**src/hdl/csv_ram.sv**
```systemverilog
// generic single-write, single-read ram with registered read data
module csv_ram #(
  parameter int WIDTH = 32,
  parameter int DEPTH = 64
) (
  input  logic                                        clk,
  input  logic                                        we,
  input  logic [((DEPTH > 1) ? $clog2(DEPTH) : 1)-1:0] waddr,
  input  logic [WIDTH-1:0]                            wdata,
  input  logic [((DEPTH > 1) ? $clog2(DEPTH) : 1)-1:0] raddr,
  output logic [WIDTH-1:0]                            rdata
);

  logic [WIDTH-1:0] mem [DEPTH];
  logic [WIDTH-1:0] rdata_r;

  always_ff @(posedge clk) begin
    if (we) begin
      mem[waddr] <= wdata;
    end
    rdata_r <= mem[raddr];
  end

  assign rdata = rdata_r;

endmodule

```
**config.mk**
```make
export PLATFORM = sky130hd
export DESIGN_NAME = csv_ram
export DESIGN_NICKNAME = d
export VERILOG_FILES = /design/src/hdl/csv_ram.sv
export SDC_FILE = /design/constraint.sdc
export NUM_CORES = 2
export LEC_CHECK = 0
export BUFFER_PORTS_ARGS = -buffer_cell sky130_fd_sc_hd__buf_2
export CORE_MARGIN = 4
export CORE_UTILIZATION = 45
export DETAILED_ROUTE_END_ITERATION = 6
export SYNTH_ARGS = -nofsm -noshare
export SYNTH_HDL_FRONTEND = slang
export SYNTH_SLANG_ARGS = --single-unit
```
**constraint.sdc**
```tcl
create_clock -name clk -period 6.7 [get_ports clk]
set_input_delay 0.67 -clock clk [delete_from_list [all_inputs] [get_ports clk]]
set_output_delay 0.67 -clock clk [all_outputs]
set_load 0.1 [all_outputs]
```
# After elaboration in Yosys (flattened, before gate mapping)
# Memory sizes are Yosys's and may differ from the RTL's. A register that Yosys moved wholly into a read port is not among the register bits.
# Index checks and enable logic that the tools add are counted.
dict set report word_totals {
  ramBits 2048
  reg_bits 0
  mem_count 1
}
# name words width read_ports rd_ports_with_merged_regs write_ports line
set memory_table {}
lappend memory_table {mem 64 32 1 1 1 14} ;# logic [WIDTH-1:0] mem [DEPTH];
dict set report classes {
  n_mux 2
}
# cell n
set op_table {}
lappend op_table {{$mux 1} 2}

# Depth between registers and ports, before layout
dict set report depth {
  depth_word 2
  mapped_depth 10
  mapped_depth_nobuf 5
}

# Worst setup path after synthesis
# Ideal clock, no wire load.
dict set report synth_path {
  path_kind {input to register}
  from {input waddr[3] (netlist bit)}
  to {memory mem[48][0], enable pin}
  required_time_ps 6239
  stages 4
  path_buffers 1
  slack_ps 2870
  t_arrival_ps 3369
  setup_time_ps 461
  cell_sequence {clkbuf_1 nor2b_1 nand4b_1 nor3_1}
}
# item line
set synth_rtl {}
lappend synth_rtl {{start, declared} 8} ;# input logic [((DEPTH > 1) ? $clog2(DEPTH) : 1)-1:0] waddr,
lappend synth_rtl {{end, declared} 14}
# No word-level cell before the write port.

==> run metrics <==
status=complete, no violations; I/O pins=78; post-synth top area cell=edfxtp_1; Pint=21.5 mW; multi-input logic area=16000 um^2; Hold Slack=0.444 ns; vias in the first global route=37300; maximum clock frequency=0.295 GHz; final worst slack=3.31 ns; synthesized cell area=78500 um^2; syn nets=3370; switch share=21.5%; first-iteration detailed-routing DRC count=4765; hpwl dp=111000 um; Distinct cells, synth=34; Cell Rows=153; critical path capture point=rdata[10]$_DFF_P_; # Post-CTS Setup Buffers=0; cells after synthesis=3324; DRC viols=0; Die Area=181000 um^2; Die Span X=426 um; routability cong.=0.774; pre-CTS setup slack=2.40 ns; IO Port Bufs=77; TritonCTS clock tree=built; die height=426 um; Worst R2R Start=mem[31][18]$_DFFE_PP_; Worst Setup End Kind=flop; sequential power share=52.8%; largest cells by area after synthesis=edfxtp_1, mux4_2, mux2i_1, dfxtp_1, o22ai_1; Leakage=27.6 nW; ys flop type=edfxtp_1; clock skew=0.0313 ns; area grow syn2layout=13.6%; overflow left after global routing=0; number of synthesized flops with an enable pin=2048; CTS sink cnt=2080; MaxCap Viol Count=0; critical path fanouts, max=87; CP Class=input pin to flop; Worst-Skew Late Latency=0.81 ns; combinational group share of total power=5.5%; terminus of the critical flop-to-flop path=rdata[18]$_DFF_P_; H-Tree Depth=4; TNS Setup=0 ns; Seq/Total Area, Yosys=79.1%; largest net degree at the start of global routing=96; VDD IR max=0.221 mV; CTS resizes=0; via count=37100; initial antenna violation count=14; count leader, synth=edfxtp_1; Rel. slew slack=11.8%; total wire length=209000 um; top cell type's share of synthesized area=78.3%; NetSw=5.90 mW; register clock-pin slew on the reported worst setup and hold paths=0.06 ns; post-route ant nets=0; PwrDens=307 nW/um^2; Finish-stage setup viols=0; share of layout cells above drive strength 1=29.6%; Reg2Reg Depth=4; CP arrival=4.05 ns; Vias per Instance=6.12; Commonest cells post-synth=edfxtp_1, mux4_2, nor2_1; register area=62100 um^2; final hold vios=0; synth warn=0; first-pass GRT wire length=293000 um; Worst setup startpoint=raddr[0]; All-Layer GR Usage=23.1%; core area=174000 um^2; Max Root-Sink Buffers=3; TritonCTS Buffers=205; routed len/inst=34.4 um; Reg2Reg Setup Slack=4.32 ns; Final Cycle Share=50.6%; RSZ-0062 raised after global routing=no; # fillers=13500; net count of the finished layout=3599; HP Class=input pin to flop; drt pass-1 iters=5; nature of the critical path startpoint=input pin; worst path required time=7.36 ns; Root Driver=clkbuf_16; worst-margin pin slew=1.32 ns; Post-Syn Area per Cell=23.6 um^2; ys async rst share=0%; CTS hold repair buffers=0; count of pins over their slew limit=0; synthesis-stage register bit count=2080; starting density of the core=45.2%; Clk pwr share=41.7%; Tmin final=3.39 ns
worst max-delay path, cell delays in order:
cell	delay, ns
buf_8	0.56
buf_12	0.58
mux4_2	0.60
mux2i_1	0.41
a21oi_1	0.25
a21oi_1	0.58
nor2_1	0.10
area by class of cell:
cell class / instances / share of cell area [%]
Tap cell: 2325 / 3.26
Multi-Input combinational cell: 1062 / 17.9
Clock buffer: 278 / 6.29
Clock inverter: 105 / 1.16
Antenna cell: 9 / 0.0252
Timing Repair Buffer: 204 / 1.70
Sequential cell: 2080 / 69.7
kinds of logic (layout without fill, tap and decap cells):
kind of cell | Yosys count | after routing | share of synthesized area [%]
AO/OA/AOI/OAI | 202 | 202 | 1.67
flip-flops | 2080 | 2080 | 79.1
AND/OR/NAND/NOR | 223 | 223 | 1.27
multiplexers | 637 | 637 | 16.8
buffers and inverters | 182 | 587 | 1.13
other | 0 | 9 | 0
layout by cell type, fill, tap and decap left out, types with 6 or more instances in the layout:
| cell type | instances |
|---|---|
| mux2i_1 | 93 |
| o22ai_1 | 84 |
| a22oi_1 | 12 |
| nor2_1 | 75 |
| nand2_1 | 26 |
| edfxtp_1 | 2048 |
| buf_2 | 73 |
| bufinv_16 | 20 |
| a21oi_1 | 62 |
| clkinv_2 | 41 |
| clkinv_1 | 38 |
| clkbuf_1 | 60 |
| nor2b_1 | 14 |
| o221ai_1 | 27 |
| mux4_2 | 544 |
| clkbuf_16 | 212 |
| nand2b_1 | 7 |
| nor2_4 | 62 |
| a311oi_1 | 8 |
| diode_2 | 9 |
| dfxtp_1 | 32 |
| clkbuf_8 | 6 |
| buf_4 | 116 |
| buf_12 | 11 |
power by group through the flow:
| stage | Sequential (mW) | Combinational [mW] | Clock, mW |
|---|---|---|---|
| after floorplan | 14.9 | 0.701 | 0 |
| after detailed placement | 14.8 | 1.53 | 0 |
| final | 14.5 | 1.51 | 11.4 |
| after CTS | 14.5 | 1.53 | 11.6 |
| after global routing | 14.5 | 1.59 | 12.2 |
| after global placement | 14.8 | 1.51 | 0 |
metrics by stage:
step | utilization, % | total power [mW] | cells | instance area [um^2]
after floorplan | - | 15.6 | 3324 | 78500
after global placement | 47.5 | 16.3 | 5671 | 82500
after detailed placement | 47.5 | 16.3 | 5671 | 82500
after CTS | 51.4 | 27.6 | 6054 | 89200
after global routing | 51.4 | 28.2 | 6054 | 89200
final | 51.4 | 27.4 | 6063 | 89200
registers in the layout, summed over array words and instances, names as in the netlist:
name   cells
mem     2048
rdata     32
worst min-delay path by stage:
stage	start	to	cells past startpoint
global route	waddr[2]	mem[49][12]$_DFFE_PP_	2
finish	waddr[2]	mem[49][12]$_DFFE_PP_	2
CTS	waddr[2]	mem[49][12]$_DFFE_PP_	2
global placement	mem[12][17]$_DFFE_PP_	rdata[17]$_DFF_P_	4
floorplan	mem[12][17]$_DFFE_PP_	rdata[17]$_DFF_P_	4
detailed placement	mem[12][17]$_DFFE_PP_	rdata[17]$_DFF_P_	4
per-layer routing:
metal	part of all wire (%)	track usage (%)	routed length, um	up-vias
met5	0.0096	0	20	-
met3	7.9	3.34	16500	306
li1	-	-	-	14800
met4	2.6	6.11	5370	2
met2	48	36.4	100000	1732
met1	41	34.3	86500	20300
Note: power is estimated with default switching activity, not from simulation.
