**src/hdl/csv_pkg.sv**
```systemverilog
// shared constants, types and helpers for the curvature sampling variance block
package csv_pkg;

  localparam int MAX_SAMPLES = 64;
  localparam int MAX_DIMS    = 64;

  localparam int SAMP_AW  = $clog2(MAX_SAMPLES);
  localparam int SAMP_CW  = $clog2(MAX_SAMPLES + 1);
  localparam int DIM_AW   = (MAX_DIMS > 1) ? $clog2(MAX_DIMS) : 1;
  localparam int DIM_CW   = $clog2(MAX_DIMS + 1);
  localparam int SQ_DEPTH = MAX_SAMPLES * MAX_DIMS;
  localparam int SQ_AW    = $clog2(SQ_DEPTH);

  localparam int COST_W    = 32;
  localparam int NOISE_W   = 16;
  localparam int MAG_W     = 16;
  localparam int X_W       = 31;
  localparam int SCALE_W   = 16;
  localparam int STD_W     = 15;
  localparam int VAR_W     = 32;
  localparam int OUT_DIM_W = 6;
  localparam int CNT_W     = 7;

  // accumulator and product widths
  localparam int SC_W   = COST_W + SAMP_AW;
  localparam int SX_W   = X_W + SAMP_AW;
  localparam int SCX_W  = COST_W + X_W + SAMP_AW;
  localparam int SXX_W  = 2 * X_W + SAMP_AW;
  localparam int WIDE_W = SCX_W + SAMP_CW + 1;
  localparam int NUM_W  = WIDE_W + VAR_W;
  localparam int S2_W   = 2 * SCALE_W;
  localparam int MPL_W  = SX_W;
  localparam int DIVC_W = $clog2(VAR_W);

  localparam int JOB_DEPTH = 2;
  localparam int JOB_PW    = (JOB_DEPTH > 1) ? $clog2(JOB_DEPTH) : 1;

  // configuration port
  localparam int CFG_IDX_W  = 3;
  localparam int CFG_DATA_W = 16;
  localparam logic [CFG_IDX_W-1:0] REG_SAMPLE_COUNT = 3'd0;
  localparam logic [CFG_IDX_W-1:0] REG_DIM_COUNT    = 3'd1;
  localparam logic [CFG_IDX_W-1:0] REG_SCALE        = 3'd2;
  localparam logic [CFG_IDX_W-1:0] REG_STD_FLOOR    = 3'd3;
  localparam logic [CFG_IDX_W-1:0] REG_STD_CEILING  = 3'd4;

  typedef struct packed {
    logic [CNT_W-1:0]   sample_count;
    logic [CNT_W-1:0]   dim_count;
    logic [SCALE_W-1:0] curvature_scale;
    logic [STD_W-1:0]   std_floor;
    logic [STD_W-1:0]   std_ceiling;
  } cfg_t;

  typedef struct packed {
    logic [SAMP_CW-1:0] n;
    logic [DIM_CW-1:0]  dcount;
  } job_t;

  typedef struct packed {
    logic               we;
    logic [SAMP_AW-1:0] sample;
    logic [DIM_AW-1:0]  dim;
    logic [COST_W-1:0]  cost;
    logic [X_W-1:0]     square;
  } ram_wr_t;

  function automatic logic [SQ_AW-1:0] sq_addr(input logic [SAMP_AW-1:0] sample,
                                               input logic [DIM_AW-1:0] dim);
    logic [SQ_AW-1:0] a;
    a = SQ_AW'(sample) * SQ_AW'(MAX_DIMS) + SQ_AW'(dim);
    return a;
  endfunction

endpackage

```
**src/hdl/csv_fifo.sv**
```systemverilog
// short job queue between the load front and the compute back
module csv_fifo (
  input  logic          clk,
  input  logic          rst_n,
  input  logic          push,
  input  csv_pkg::job_t push_data,
  input  logic          pop,
  output csv_pkg::job_t pop_data,
  output logic          empty,
  output logic          full
);
  import csv_pkg::*;

  job_t              mem_r [JOB_DEPTH];
  logic [JOB_PW-1:0] wr_ptr_r, rd_ptr_r;
  logic [JOB_PW:0]   count_r;
  logic [JOB_PW-1:0] wr_ptr_nxt, rd_ptr_nxt;

  assign wr_ptr_nxt = (wr_ptr_r == JOB_PW'(JOB_DEPTH - 1)) ? '0 : wr_ptr_r + JOB_PW'(1);
  assign rd_ptr_nxt = (rd_ptr_r == JOB_PW'(JOB_DEPTH - 1)) ? '0 : rd_ptr_r + JOB_PW'(1);
  assign empty    = (count_r == '0);
  assign full     = (count_r == (JOB_PW + 1)'(JOB_DEPTH));
  assign pop_data = mem_r[rd_ptr_r];

  always_ff @(posedge clk) begin
    if (!rst_n) begin
      wr_ptr_r <= '0;
      rd_ptr_r <= '0;
      count_r  <= '0;
    end else begin
      if (push && !full) begin
        mem_r[wr_ptr_r] <= push_data;
        wr_ptr_r        <= wr_ptr_nxt;
      end
      if (pop && !empty) begin
        rd_ptr_r <= rd_ptr_nxt;
      end
      if ((push && !full) && !(pop && !empty)) begin
        count_r <= count_r + (JOB_PW + 1)'(1);
      end else if (!(push && !full) && (pop && !empty)) begin
        count_r <= count_r - (JOB_PW + 1)'(1);
      end
    end
  end

endmodule

```
**config.mk**
```make
export PLATFORM = sky130hd
export DESIGN_NAME = csv_fifo
export DESIGN_NICKNAME = d
export VERILOG_FILES = /design/src/hdl/csv_pkg.sv /design/src/hdl/csv_fifo.sv
export SDC_FILE = /design/constraint.sdc
export NUM_CORES = 1
export LEC_CHECK = 0
export BUFFER_PORTS_ARGS = -buffer_cell sky130_fd_sc_hd__buf_2
export CAP_MARGIN = 20
export CORE_ASPECT_RATIO = 0.6
export CORE_MARGIN = 5
export CORE_UTILIZATION = 45
export CTS_CLUSTER_SIZE = 20
export DETAILED_ROUTE_END_ITERATION = 8
export GPL_TIMING_DRIVEN = 0
export PLACE_DENSITY = 0.73
export SETUP_SLACK_MARGIN = 0.1
export SLEW_MARGIN = 10
export SYNTH_ARGS = -nofsm -noshare
export SYNTH_HDL_FRONTEND = slang
export SYNTH_SLANG_ARGS = --single-unit
```
**constraint.sdc**
```tcl
create_clock -name clk -period 2.7 [get_ports clk]
set_clock_uncertainty 0.1 [all_clocks]
set_input_delay 0.27 -clock clk [delete_from_list [all_inputs] [get_ports clk]]
set_output_delay 0.27 -clock clk [all_outputs]
set_load 0.02 [all_outputs]
```
# Yosys cells after proc, flatten, opt, wreduce, memory -nomap -nowiden
# Memories as Yosys holds them, arrays and structs flattened. A register that Yosys moved wholly into a read port is not among the register bits.
# Cells that the tools add are included.
# word_totals
register_bits,4
n_memories,1
wordCells,28
out_inout_bits,16
input_bits,18
ramBits,28
# op_classes
n_eq_ne,1
n_mux,9
n_addsub,4
reduce_logical,10
# memory_table
name,depth,word_bits,read_ports,rd_ports_with_merged_regs,wr,line_no,rtl
mem_r,2,14,1,1,1,csv_fifo.sv:14,job_t mem_r [JOB_DEPTH];
# op_table
operator,n
$mux W1,7
$logic_and A1 B1 Y1,4
$logic_not A1 Y1,4
$mux W2,2
$add A1 B1 Y1 const B,2
$add A2 B1 Y2 const B,1
$eq A2 B2 Y1 const B,1
$logic_not A2 Y1,1
$reduce_bool A2 Y1,1
$sub A2 B1 Y2 const B,1

# Logic depth before layout (Yosys ltp)
# logic_depth
word_depth,7
mapped_depth,6
mapped_depth_nobuf,6

# Worst setup path before layout
# No wires, ideal clock.
# synth_path
kind,flip-flop to flip-flop
from,reg count_r[0]
to,"mem mem_r[0][0] (netlist bit), enable pin"
slack_ns,0.081
path_stages_with_launch,3
required_ns,2.173
n_path_buf,0
setup_ns,0.427
period_less_slack_ns,2.619
arrival_time_ns,2.092
cell_sequence,dfxtp_1 nor2b_2 nor4b_1
# synth_between
elab_chain_len,6
# synth_rtl
item,line_no,rtl
start: declaration,csv_fifo.sv:16,logic [JOB_PW:0] count_r;
start signal: assignment,csv_fifo.sv:39,count_r <= count_r + (JOB_PW + 1)'(1);
start signal: assignment,csv_fifo.sv:41,count_r <= count_r - (JOB_PW + 1)'(1);
$eq A2 B2 Y1,csv_fifo.sv:22,assign full = (count_r == (JOB_PW + 1)'(JOB_DEPTH));
net full,csv_fifo.sv:10,output logic full
$logic_not A1 Y1,csv_fifo.sv:31,if (push && !full) begin
$logic_and A1 B1 Y1,csv_fifo.sv:31,
$mux W1,csv_fifo.sv:31,
$mux W1,csv_fifo.sv:26,if (!rst_n) begin
$mux W1 (not written as such),csv_fifo.sv:32,mem_r[wr_ptr_r] <= push_data;
end: declaration,csv_fifo.sv:14,
# The timed path passes the listed nets, and every way through them passes these cells.

==> impl_metrics.csv <==
group,metric,value,unit
outcome,outcome,"finished clean",
yosys,yosysSeqAreaShare,0.760,
power,internal-power,0.000983,W
timing,fmax,528,MHz
route,detail-route-antenna-nets,0,
yosys,synth_cell_types,17,
cts,clk_latency,0.27,ns
die,die-area,3940,um^2
timing,tightestPinTransition,0.685,ns
cells_and_area,synthToLayoutAreaGrowth,25.3,%
yosys,synth_area_leaders,"edfxtp_1 68%, mux2_2 13%, dfxtp_1 8.1%, and2_1 1.5%, xnor2_1 1.4%",
timing,drv_slew,0,
cells_and_area,drive_gt1_frac,0.518,
yosys,syn_area,1240,um^2
grt,grt_first_pass_wirelength,3.61,mm
power,combPwrFrac,0.294,
critical_path,cp-end-kind,"primary output",
cts,cts_resized,0,
critical_path,critPathMaxFanout,10,
timing,fin_crit,1.89,ns
cells_and_area,finalNetCount,128,
critical_path,reg2reg_depth,3,
cts,h-tree-depth,2,
cts,clock-sinks,33,
yosys,synth_ff_type,"edfxtp_1",
yosys,synth_warnings,0,
critical_path,crit_chain,"buf_2 > mux2_2 > buf_2",
critical_path,slowest_delay,0.42,ns
grt,grt-ovfl-total,0,
route,drt-total-wl,2.07,mm
yosys,synth.avg_cell_area,18.2,um^2
yosys,syn_inst,68,
route,first_pass_iters,4,
cts,path_clk_slew,0.06,ns
yosys,synthDominantCellAreaShare,0.679,
placement,dp_slack,0.846,ns
cts,cts_hold_buf,0,
grt,grt_usage,0.120,
cells_and_area,antenna_cells,0,
critical_path,startpoint_type,"flip-flop",
critical_path,cpMostUsedCell,"buf_2",
die,dieHeight,50.6,um
route,drtIter0Drc,28,
flow_run,cap_violations,0,
timing,rsz0062_at_grt,"false",
die,ios,34,
route,viasPerCell,4.90,
critical_path,arrival,1.52,ns
yosys,yosysTopAreaCell,"edfxtp_1",
yosys,syn_nets,87,
timing,fin_ws,0.806,ns
timing,hold_viol_final,0,
die,fp.dieW,77.7,um
route,wl_per_cell,14.5,um
yosys,ys_seq_elements,33,
power,pwr_density_cell,907,nW/um^2
placement,io_buffer_count,33,
route,drc,0,
grt,antenna_found_initial,0,
critical_path,critPathKind,"reg -> out",
power,power,0.00141,W
power,p_leak,0.596,nW
power,peakVddDrop,0.000484,V
power,sw_frac_of_total,0.301,
critical_path,cp_slowest_cell,"dfxtp_1",
cts,tritoncts,"built",
cells_and_area,mostFrequentLayoutCells,"34 x buf_2, 28 x edfxtp_1, 14 x mux2_2, 5 x dfxtp_1, 5 x clkbuf_8",
timing,finalSetupTns,0,ns
placement,dp_hpwl,1.47,mm
yosys,ys_async_sr_fraction,0,
critical_path,required,2.33,ns
placement,gp_congestion,0.715,
power,power_frac_seq,0.466,
timing,setup_viol,0,
min_path,hp-class,"in -> reg",
power,p_sw,0.000424,W
timing,fin_crit_sh,0.701,
die,fp-row-count,14,
die,start_util,0.481,
cts,cts_buffer_depth,2,
cells_and_area,layout_commonest_cell,"buf_2",
grt,grt_max_degree,15,
grt,grt_pass1_vias,809,
min_path,holdPathStages,1,
timing,slew_headroom,0.543,
cts,cts_setup_buffers,0,
cts,cts_root_buf,"clkbuf_8",
timing,hold_ws,0.0796,ns
cts,cts_made_buffers,5,
power,clockPowerShare,0.240,
yosys,synth_edf_count,28,
route,vias,696,
die,core,2570,um^2
final cells by class:
class,count,area [um^2]
plain buffers,1,5.00
clock buffers,7,76.3
clock inverters,1,5.00
fillers,214,1020
inverters,1,3.75
multi-input cells,33,304
flip-flops and latches,33,941
well taps,32,40.0
repair buffers,34,176
per-layer routing:
metal | vias up | GRT usage | routed length [um]
met5 | - | 0 | 0
met1 | 329 | 0.136 | 914
met3 | 4 | 0.0571 | 179
met2 | 25 | 0.197 | 941
li1 | 338 | - | -
met4 | 0 | 0.0514 | 29
final timing paths:
check                                  start     endpoint  slack, ns
worst max register to register    count_r[0]  mem_r[1][8]       0.88
worst max-delay path               flip-flop  pop_data[8]       0.81
worst min-delay path            push_data[7]  mem_r[0][7]       0.08
worst min register to register    count_r[1]   count_r[1]       0.44
stage by stage:
stage	util	std cells	instance area, um^2
floorplan	-	68	1240
global placement	0.563	133	1450
detailed placement	0.571	134	1470
CTS	0.603	142	1550
global route	0.603	142	1550
finish	0.603	142	1550
cell usage after synthesis, types with 2 or more instances:
library cell	number
o21ai_0	2
edfxtp_1	28
dfxtp_1	5
a21boi_1	2
and2_1	3
nor2_1	2
or3_1	2
xnor2_1	2
mux2_2	14
kinds of logic (layout without fill, tap and decap cells):
| logic type | after synthesis | after routing | synth area share |
|---|---|---|---|
| buffers and inverters | 2 | 44 | 0.00706 |
| and+or+nand+nor | 10 | 10 | 0.0505 |
| xor gates and xnor gates | 3 | 3 | 0.0212 |
| AOI/OAI and AO/OA | 5 | 5 | 0.0242 |
| DFF | 33 | 33 | 0.760 |
| adders and majority gates | 1 | 1 | 0.0101 |
| muxes | 14 | 14 | 0.127 |
sequential cells by signal, indices dropped and copies added (netlist names), named ones only:
register	flops
mem_r	28
count_r	2
rd_ptr_r	1
wr_ptr_r	1
worst max-delay path: cells and delay by family, from the launching register on:
family | cells | cell delay [ns]
buffers and inverters | 2 | 0.46
flip-flops | 1 | 0.42
multiplexers | 1 | 0.37
power by group through the flow:
stage / combinational [W] / clock [W] / sequential (W)
after floorplan: 0.000296 / 0 / 0.000656
after global placement: 0.000399 / 0 / 0.000664
after detailed placement: 0.000420 / 0 / 0.000667
after CTS: 0.000423 / 0.000354 / 0.000657
after global routing: 0.000454 / 0.000372 / 0.000666
final: 0.000414 / 0.000338 / 0.000655
Power figures use the tool's default switching activity.
