--- config.mk ---
export PLATFORM = sky130hd
export DESIGN_NAME = csv_front
export DESIGN_NICKNAME = d
export VERILOG_FILES = /design/src/hdl/csv_pkg.sv /design/src/hdl/csv_front.sv
export SDC_FILE = /design/constraint.sdc
export NUM_CORES = 1
export LEC_CHECK = 0
export BUFFER_PORTS_ARGS = -buffer_cell sky130_fd_sc_hd__buf_4
export CORE_MARGIN = 2
export CORE_UTILIZATION = 45
export CTS_BUF_LIST = sky130_fd_sc_hd__clkbuf_16
export DETAILED_ROUTE_END_ITERATION = 6
export PLACE_DENSITY = 0.69
export SYNTH_ARGS = -nofsm -noshare
export SYNTH_HDL_FRONTEND = slang
export SYNTH_SLANG_ARGS = --single-unit
--- constraint.sdc ---
create_clock -name clk -period 13.7 [get_ports clk]
set_input_delay 2.055 -clock clk [delete_from_list [all_inputs] [get_ports clk]]
set_output_delay 2.055 -clock clk [all_outputs]
set_load 0.005 [all_outputs]
--- src/hdl/csv_pkg.sv ---
// shared constants, types and helpers for the curvature sampling variance block
package csv_pkg;

  localparam int MAX_SAMPLES = 64;
  localparam int MAX_DIMS    = 64;

  localparam int SAMP_AW  = $clog2(MAX_SAMPLES);
  localparam int SAMP_CW  = $clog2(MAX_SAMPLES + 1);
  localparam int DIM_AW   = (MAX_DIMS > 1) ? $clog2(MAX_DIMS) : 1;
  localparam int DIM_CW   = $clog2(MAX_DIMS + 1);
  localparam int SQ_DEPTH = MAX_SAMPLES * MAX_DIMS;
  localparam int SQ_AW    = $clog2(SQ_DEPTH);

  localparam int COST_W    = 32;
  localparam int NOISE_W   = 16;
  localparam int MAG_W     = 16;
  localparam int X_W       = 31;
  localparam int SCALE_W   = 16;
  localparam int STD_W     = 15;
  localparam int VAR_W     = 32;
  localparam int OUT_DIM_W = 6;
  localparam int CNT_W     = 7;

  // accumulator and product widths
  localparam int SC_W   = COST_W + SAMP_AW;
  localparam int SX_W   = X_W + SAMP_AW;
  localparam int SCX_W  = COST_W + X_W + SAMP_AW;
  localparam int SXX_W  = 2 * X_W + SAMP_AW;
  localparam int WIDE_W = SCX_W + SAMP_CW + 1;
  localparam int NUM_W  = WIDE_W + VAR_W;
  localparam int S2_W   = 2 * SCALE_W;
  localparam int MPL_W  = SX_W;
  localparam int DIVC_W = $clog2(VAR_W);

  localparam int JOB_DEPTH = 2;
  localparam int JOB_PW    = (JOB_DEPTH > 1) ? $clog2(JOB_DEPTH) : 1;

  // configuration port
  localparam int CFG_IDX_W  = 3;
  localparam int CFG_DATA_W = 16;
  localparam logic [CFG_IDX_W-1:0] REG_SAMPLE_COUNT = 3'd0;
  localparam logic [CFG_IDX_W-1:0] REG_DIM_COUNT    = 3'd1;
  localparam logic [CFG_IDX_W-1:0] REG_SCALE        = 3'd2;
  localparam logic [CFG_IDX_W-1:0] REG_STD_FLOOR    = 3'd3;
  localparam logic [CFG_IDX_W-1:0] REG_STD_CEILING  = 3'd4;

  typedef struct packed {
    logic [CNT_W-1:0]   sample_count;
    logic [CNT_W-1:0]   dim_count;
    logic [SCALE_W-1:0] curvature_scale;
    logic [STD_W-1:0]   std_floor;
    logic [STD_W-1:0]   std_ceiling;
  } cfg_t;

  typedef struct packed {
    logic [SAMP_CW-1:0] n;
    logic [DIM_CW-1:0]  dcount;
  } job_t;

  typedef struct packed {
    logic               we;
    logic [SAMP_AW-1:0] sample;
    logic [DIM_AW-1:0]  dim;
    logic [COST_W-1:0]  cost;
    logic [X_W-1:0]     square;
  } ram_wr_t;

  function automatic logic [SQ_AW-1:0] sq_addr(input logic [SAMP_AW-1:0] sample,
                                               input logic [DIM_AW-1:0] dim);
    logic [SQ_AW-1:0] a;
    a = SQ_AW'(sample) * SQ_AW'(MAX_DIMS) + SQ_AW'(dim);
    return a;
  endfunction

endpackage

--- src/hdl/csv_front.sv ---
// load front: tracks the load position, writes the stores, queues batch jobs
module csv_front (
  input  logic                                clk,
  input  logic                                rst_n,
  input  csv_pkg::cfg_t                       cfg,
  input  logic                                in_tvalid,
  output logic                                in_tready,
  input  logic signed [csv_pkg::COST_W-1:0]   sample_cost,
  input  logic signed [csv_pkg::NOISE_W-1:0]  noise_value,
  input  logic                                batch_end,
  input  logic                                back_busy,
  input  logic                                job_empty,
  output logic                                job_push,
  output csv_pkg::job_t                       job,
  output csv_pkg::ram_wr_t                    wr
);
  import csv_pkg::*;

  logic [SAMP_CW-1:0]   load_sample_r, load_sample_nxt;
  logic [DIM_AW-1:0]    load_dim_r, load_dim_nxt;
  logic [DIM_CW-1:0]    dim_inc;
  logic [DIM_CW-1:0]    dcount;
  logic [SAMP_CW-1:0]   n_eff;
  logic [MAG_W-1:0]     mag;
  logic [2*MAG_W-1:0]   sq_full;
  logic                 accept;

  // memories are read by the back, so loading waits until it is done
  assign in_tready = job_empty && !back_busy;
  assign accept    = in_tvalid && in_tready;

  always_comb begin
    if (cfg.dim_count == '0) begin
      dcount = DIM_CW'(1);
    end else if (int'(cfg.dim_count) > MAX_DIMS) begin
      dcount = DIM_CW'(MAX_DIMS);
    end else begin
      dcount = DIM_CW'(cfg.dim_count);
    end
    if (int'(cfg.sample_count) > MAX_SAMPLES) begin
      n_eff = SAMP_CW'(MAX_SAMPLES);
    end else begin
      n_eff = SAMP_CW'(cfg.sample_count);
    end
  end

  assign mag     = noise_value[NOISE_W-1] ? ($unsigned(~noise_value) + MAG_W'(1))
                                          : $unsigned(noise_value);
  assign sq_full = mag * mag;

  assign wr.we     = accept && (load_sample_r < SAMP_CW'(MAX_SAMPLES));
  assign wr.sample = load_sample_r[SAMP_AW-1:0];
  assign wr.dim    = load_dim_r;
  assign wr.cost   = $unsigned(sample_cost);
  assign wr.square = sq_full[X_W-1:0];

  assign dim_inc = DIM_CW'(load_dim_r) + DIM_CW'(1);

  always_comb begin
    load_dim_nxt    = load_dim_r;
    load_sample_nxt = load_sample_r;
    if (dim_inc >= dcount) begin
      load_dim_nxt = '0;
      if (load_sample_r < SAMP_CW'(MAX_SAMPLES)) begin
        load_sample_nxt = load_sample_r + SAMP_CW'(1);
      end
    end else begin
      load_dim_nxt = dim_inc[DIM_AW-1:0];
    end
    if (batch_end) begin
      load_dim_nxt    = '0;
      load_sample_nxt = '0;
    end
  end

  // short batches only rewind the position
  assign job_push   = accept && batch_end && (n_eff >= SAMP_CW'(2));
  assign job.n      = n_eff;
  assign job.dcount = dcount;

  always_ff @(posedge clk) begin
    if (!rst_n) begin
      load_sample_r <= '0;
      load_dim_r    <= '0;
    end else if (accept) begin
      load_sample_r <= load_sample_nxt;
      load_dim_r    <= load_dim_nxt;
    end
  end

endmodule

# == Word level (Yosys, flattened, before mapping) ==
# Cells that the tools add are included.
# word_totals
reg_bits,13
latch_bits,0
ramBits,0
mem_bits_ro,0
inputBits,114
elab_cells,31
n_memories,0
# classes
n_addsub,3
mul,1
n_div,0
n_lt_le_gt_ge,5
eq_ne,0
shifts,0
mux,9
bitwise_logic,1
n_reduce_logical,10
# op_table
op,n
2-to-1 mux 7 bit,6
multiplier 16 x 16 -> 31 bit,1
"adder 16 x 1 -> 16 bit, second input constant",1
2-to-1 mux 16 bit,1
inverter 16 bit,1
"> comparator 7 bit, second input constant",2
2-to-1 mux 6 bit,2
"adder 6 x 1 -> 7 bit, second input constant",1
"adder 7 x 1 -> 7 bit, second input constant",1
"greater-or-equal comparator 7 x 2 -> 1 bit, second input constant",1
greater-or-equal comparator 7 bit,1
logical NOT 7 bit,1
"less-than comparator 7 bit, second input constant",1
logical AND 1 bit,5
nonzero test 2 bit,2
AND reduction 3 bit,1
logical NOT 1 bit,1

# == Longest topological paths before layout ==
# logic_depth
word_depth,6
mapped_depth,31
depth_no_buf,29

# == Worst setup path before layout ==
# OpenSTA, ideal clock, no wires.
# synth_path
path_type,input-to-output
from,input port noise_value[2] (netlist bit)
to,output port wr[24] (netlist bit)
arrival_time_ns,8.844
required_ns,11.645
setup_slack_ns,2.801
cell_stages,28
n_path_buf,0
path_cell_list,nor4_4 > nor2b_1 > nand2_1 > o31ai_1 > xnor2_1 > clkinv_1 > nor2_1 > inv_1 > fa_1 > inv_1 > fa_1 > inv_1 > fa_1 > inv_1 > fa_1 > fa_1 > inv_1 > fa_1 > inv_1 > ha_1 > a21oi_1 > o21ai_0 > a21o_1 > a41o_1 > o211ai_1 > a21boi_0 > or4_1 > o311ai_0
# synth_lines
item,line,text
from (decl),csv_front.sv:9,"input logic signed [csv_pkg::NOISE_W-1:0] noise_value,"
to (decl),csv_front.sv:15,output csv_pkg::ram_wr_t wr

==> results.txt <==
status: finished, final reports clean
Max-slew headroom: 20.59%
non-filler instance count after layout: 1314
Total Routing Usage GR: 18.43%
Top Ports: 206
worst clock skew: 0.005496 ns
Syn Area/Cell: 8.351 sq um
Initial Utilization: 45.85%
Clk pin slew, worst setup/hold paths: 0.04 ns
ys async rst share: 0%
TritonCTS Buffers: 3
final net count: 1462
Post-CTS Setup Bufs: 0
Worst path max stage delay: 0.59 ns
worst min path class: flop to flop
initial DRC count: 274
Crit. End Element: output pin
Vias/cell: 5.041
Synth Flop Type: dfxtp_1
clock tree buffer depth: 2
drc violations: 0
Tmin final: 12.33 ns
share of cells above drive strength 1: 10.19%
# diodes: 0
initial antenna violation count: 0
Final Hold Fails: 0
Fillers: 1824
Max H-tree Level: 1
FP Rows: 50
area of the multi-input gates: 6992 sq um
WL final: 18270 um
wire length per cell: 13.91 um
post-synthesis sequential area ratio: 3.034%
flops & latches, synth: 13
GRT overflow: 0
final number of setup-violating endpoints: 0
die outline width: 142.1 um
final period utilization: 90.03%
Post-synth EDFFs: 0
maximum capacitance violations: 0
Max Clk Rate: 81.07 MHz
worst-margin pin slew: 1.183 ns
worst-skew pair later-pin latency: 0.24 ns
Pins Over Slew Limit: 0
dpl hpwl: 16080 um
Reg area: 260.3 sq um
Die Height: 142.1 um
Detail Route Antenna Nets: 0
TNS Setup: 0 ns
CTS-repair resized insts: 0
CP Data Required Time: 11.64 ns
Worst Path Class, Setup: input pin to output pin
synthesized area: 8577 sq um
placed cell count: 1310
Hold Buf Count CTS: 0
Area growth, synth to finish: 9.015%
Pre-antenna DRT Iters: 5
synth unique cells: 58
Max FO, Critical Path: 9
I/O Buffers: 94
Sink Count: 13
number of global-route vias before repair: 6588
largest net degree at the start of global routing: 19
first-pass GRT wire length: 30750 um
via count: 6624
Die Area: 20180 sq um
data arrival time of the critical path: 10.28 ns
area of the core: 18710 sq um
Critical-path top delay cell: clkinv_1
CP startpoint kind: input pin
CTS tree: yes
Yosys warnings: 0
Root Buffer: clkbuf_16
Syn Inst Count: 1027
GPL Wtd Cong: 0.8730
RSZ-0062 raised after global routing: no
==> per-stage QoR <==
| stage | cell area [sq um] | util (%) | hold WS (ns) | setup slack [ns] |
|---|---|---|---|---|
| 2_1_floorplan | 8615 | - | 0.4654 | 2.801 |
| 3_3_place_gp | 9271 | 49.57 | 0.4882 | 1.481 |
| 3_5_place_dp | 9271 | 49.57 | 0.5064 | 1.350 |
| 4_1_cts | 9350 | 49.99 | 0.5123 | 1.361 |
| 5_1_grt | 9350 | 49.99 | 0.5369 | 0.8912 |
| 6_report | 9350 | 49.99 | 0.5059 | 1.366 |
==> cell families (layout without fill, tap and decap cells) <==
family / Yosys count / after routing / share of synthesized area [%]
compound gates: 111 / 111 / 8.461
xor+xnor: 50 / 50 / 5.193
fa+ha+maj: 267 / 267 / 53.30
buf+inv: 323 / 366 / 15.89
flops: 13 / 13 / 3.034
mux: 1 / 1 / 0.1167
other cells: 2 / 12 / 0.08756
simple gates: 260 / 260 / 13.92
==> cell usage in the layout (no fill, tap or decap), types with 4 or more instances in the layout <==
cell / count
a21boi_0: 8
o21a_1: 4
nor4_1: 4
nand3_1: 18
dfxtp_1: 13
o21bai_1: 5
buf_4: 98
a21oi_1: 35
nand2_1: 105
nor2_1: 72
xor2_1: 19
clkinv_1: 4
and3_1: 8
o21ai_0: 15
nor3_1: 14
inv_1: 261
a21o_1: 15
ha_1: 103
nor2b_1: 13
fa_1: 164
conb_1: 12
or3_1: 4
o31ai_1: 5
xnor2_1: 30
==> Yosys cell counts, types with 5 or more instances <==
cell type,instances,share of area (%)
a21boi_0,8,0.70
a21o_1,15,1.3
a21oi_1,35,2.0
and3_1,8,0.58
buf_4,40,3.5
clkbuf_1,18,0.79
dfxtp_1,13,3.0
fa_1,164,38
ha_1,103,15
inv_1,260,11
nand2_1,105,4.6
nand3_1,18,1.1
nor2_1,72,3.2
nor2b_1,13,0.95
nor3_1,14,0.82
o21ai_0,15,0.88
o21bai_1,5,0.44
o31ai_1,5,0.44
xnor2_1,30,3.1
xor2_1,19,1.9
==> registers in the layout, indices dropped and copies added (netlist names) <==
signal / flops
load_dim_r: 6
load_sample_r: 7
==> per-layer routing <==
metal | up-vias | share of wire (%) | track usage [%]
li1 | 3203 | - | -
met1 | 3266 | 44 | 25.88
met2 | 147 | 51 | 32.85
met3 | 8 | 5.1 | 1.077
met4 | 0 | 0.40 | 1.474
met5 | - | 0 | 0
==> cell type report <==
class	instances	share of cell area [%]
clock buffer	3	0.8029
timing repair buffer	98	7.868
inverter	264	10.60
tap	234	3.131
sequential	13	2.783
multi-input combinational	701	74.78
clock inverter	1	0.04014
==> worst max-delay path, delay by kind of cell <==
family / cells / cell delay [ns]
XOR/XNOR: 1 / 0.50
buffers and inverters: 9 / 1.27
adder cells (fa/ha/maj): 7 / 3.35
AO/OA/AOI/OAI: 8 / 1.71
AND/OR/NAND/NOR: 5 / 1.38
==> worst paths after layout <==
kind                              endpoint                     startpoint  cells after the start  slack, ns
max                                 wr[24]                 noise_value[2]                     30       1.37
min          load_sample_r[5]$_SDFFE_PN0P_  load_sample_r[5]$_SDFFE_PN0P_                      2       0.51
max reg2reg  load_sample_r[6]$_SDFFE_PN0P_     load_dim_r[2]$_SDFFE_PN0P_                     10      10.59
min reg2reg  load_sample_r[5]$_SDFFE_PN0P_  load_sample_r[5]$_SDFFE_PN0P_                      2       0.51
Power is not shown: default switching activity piles up to over one toggle a cycle in this logic, so the estimate is an artifact.
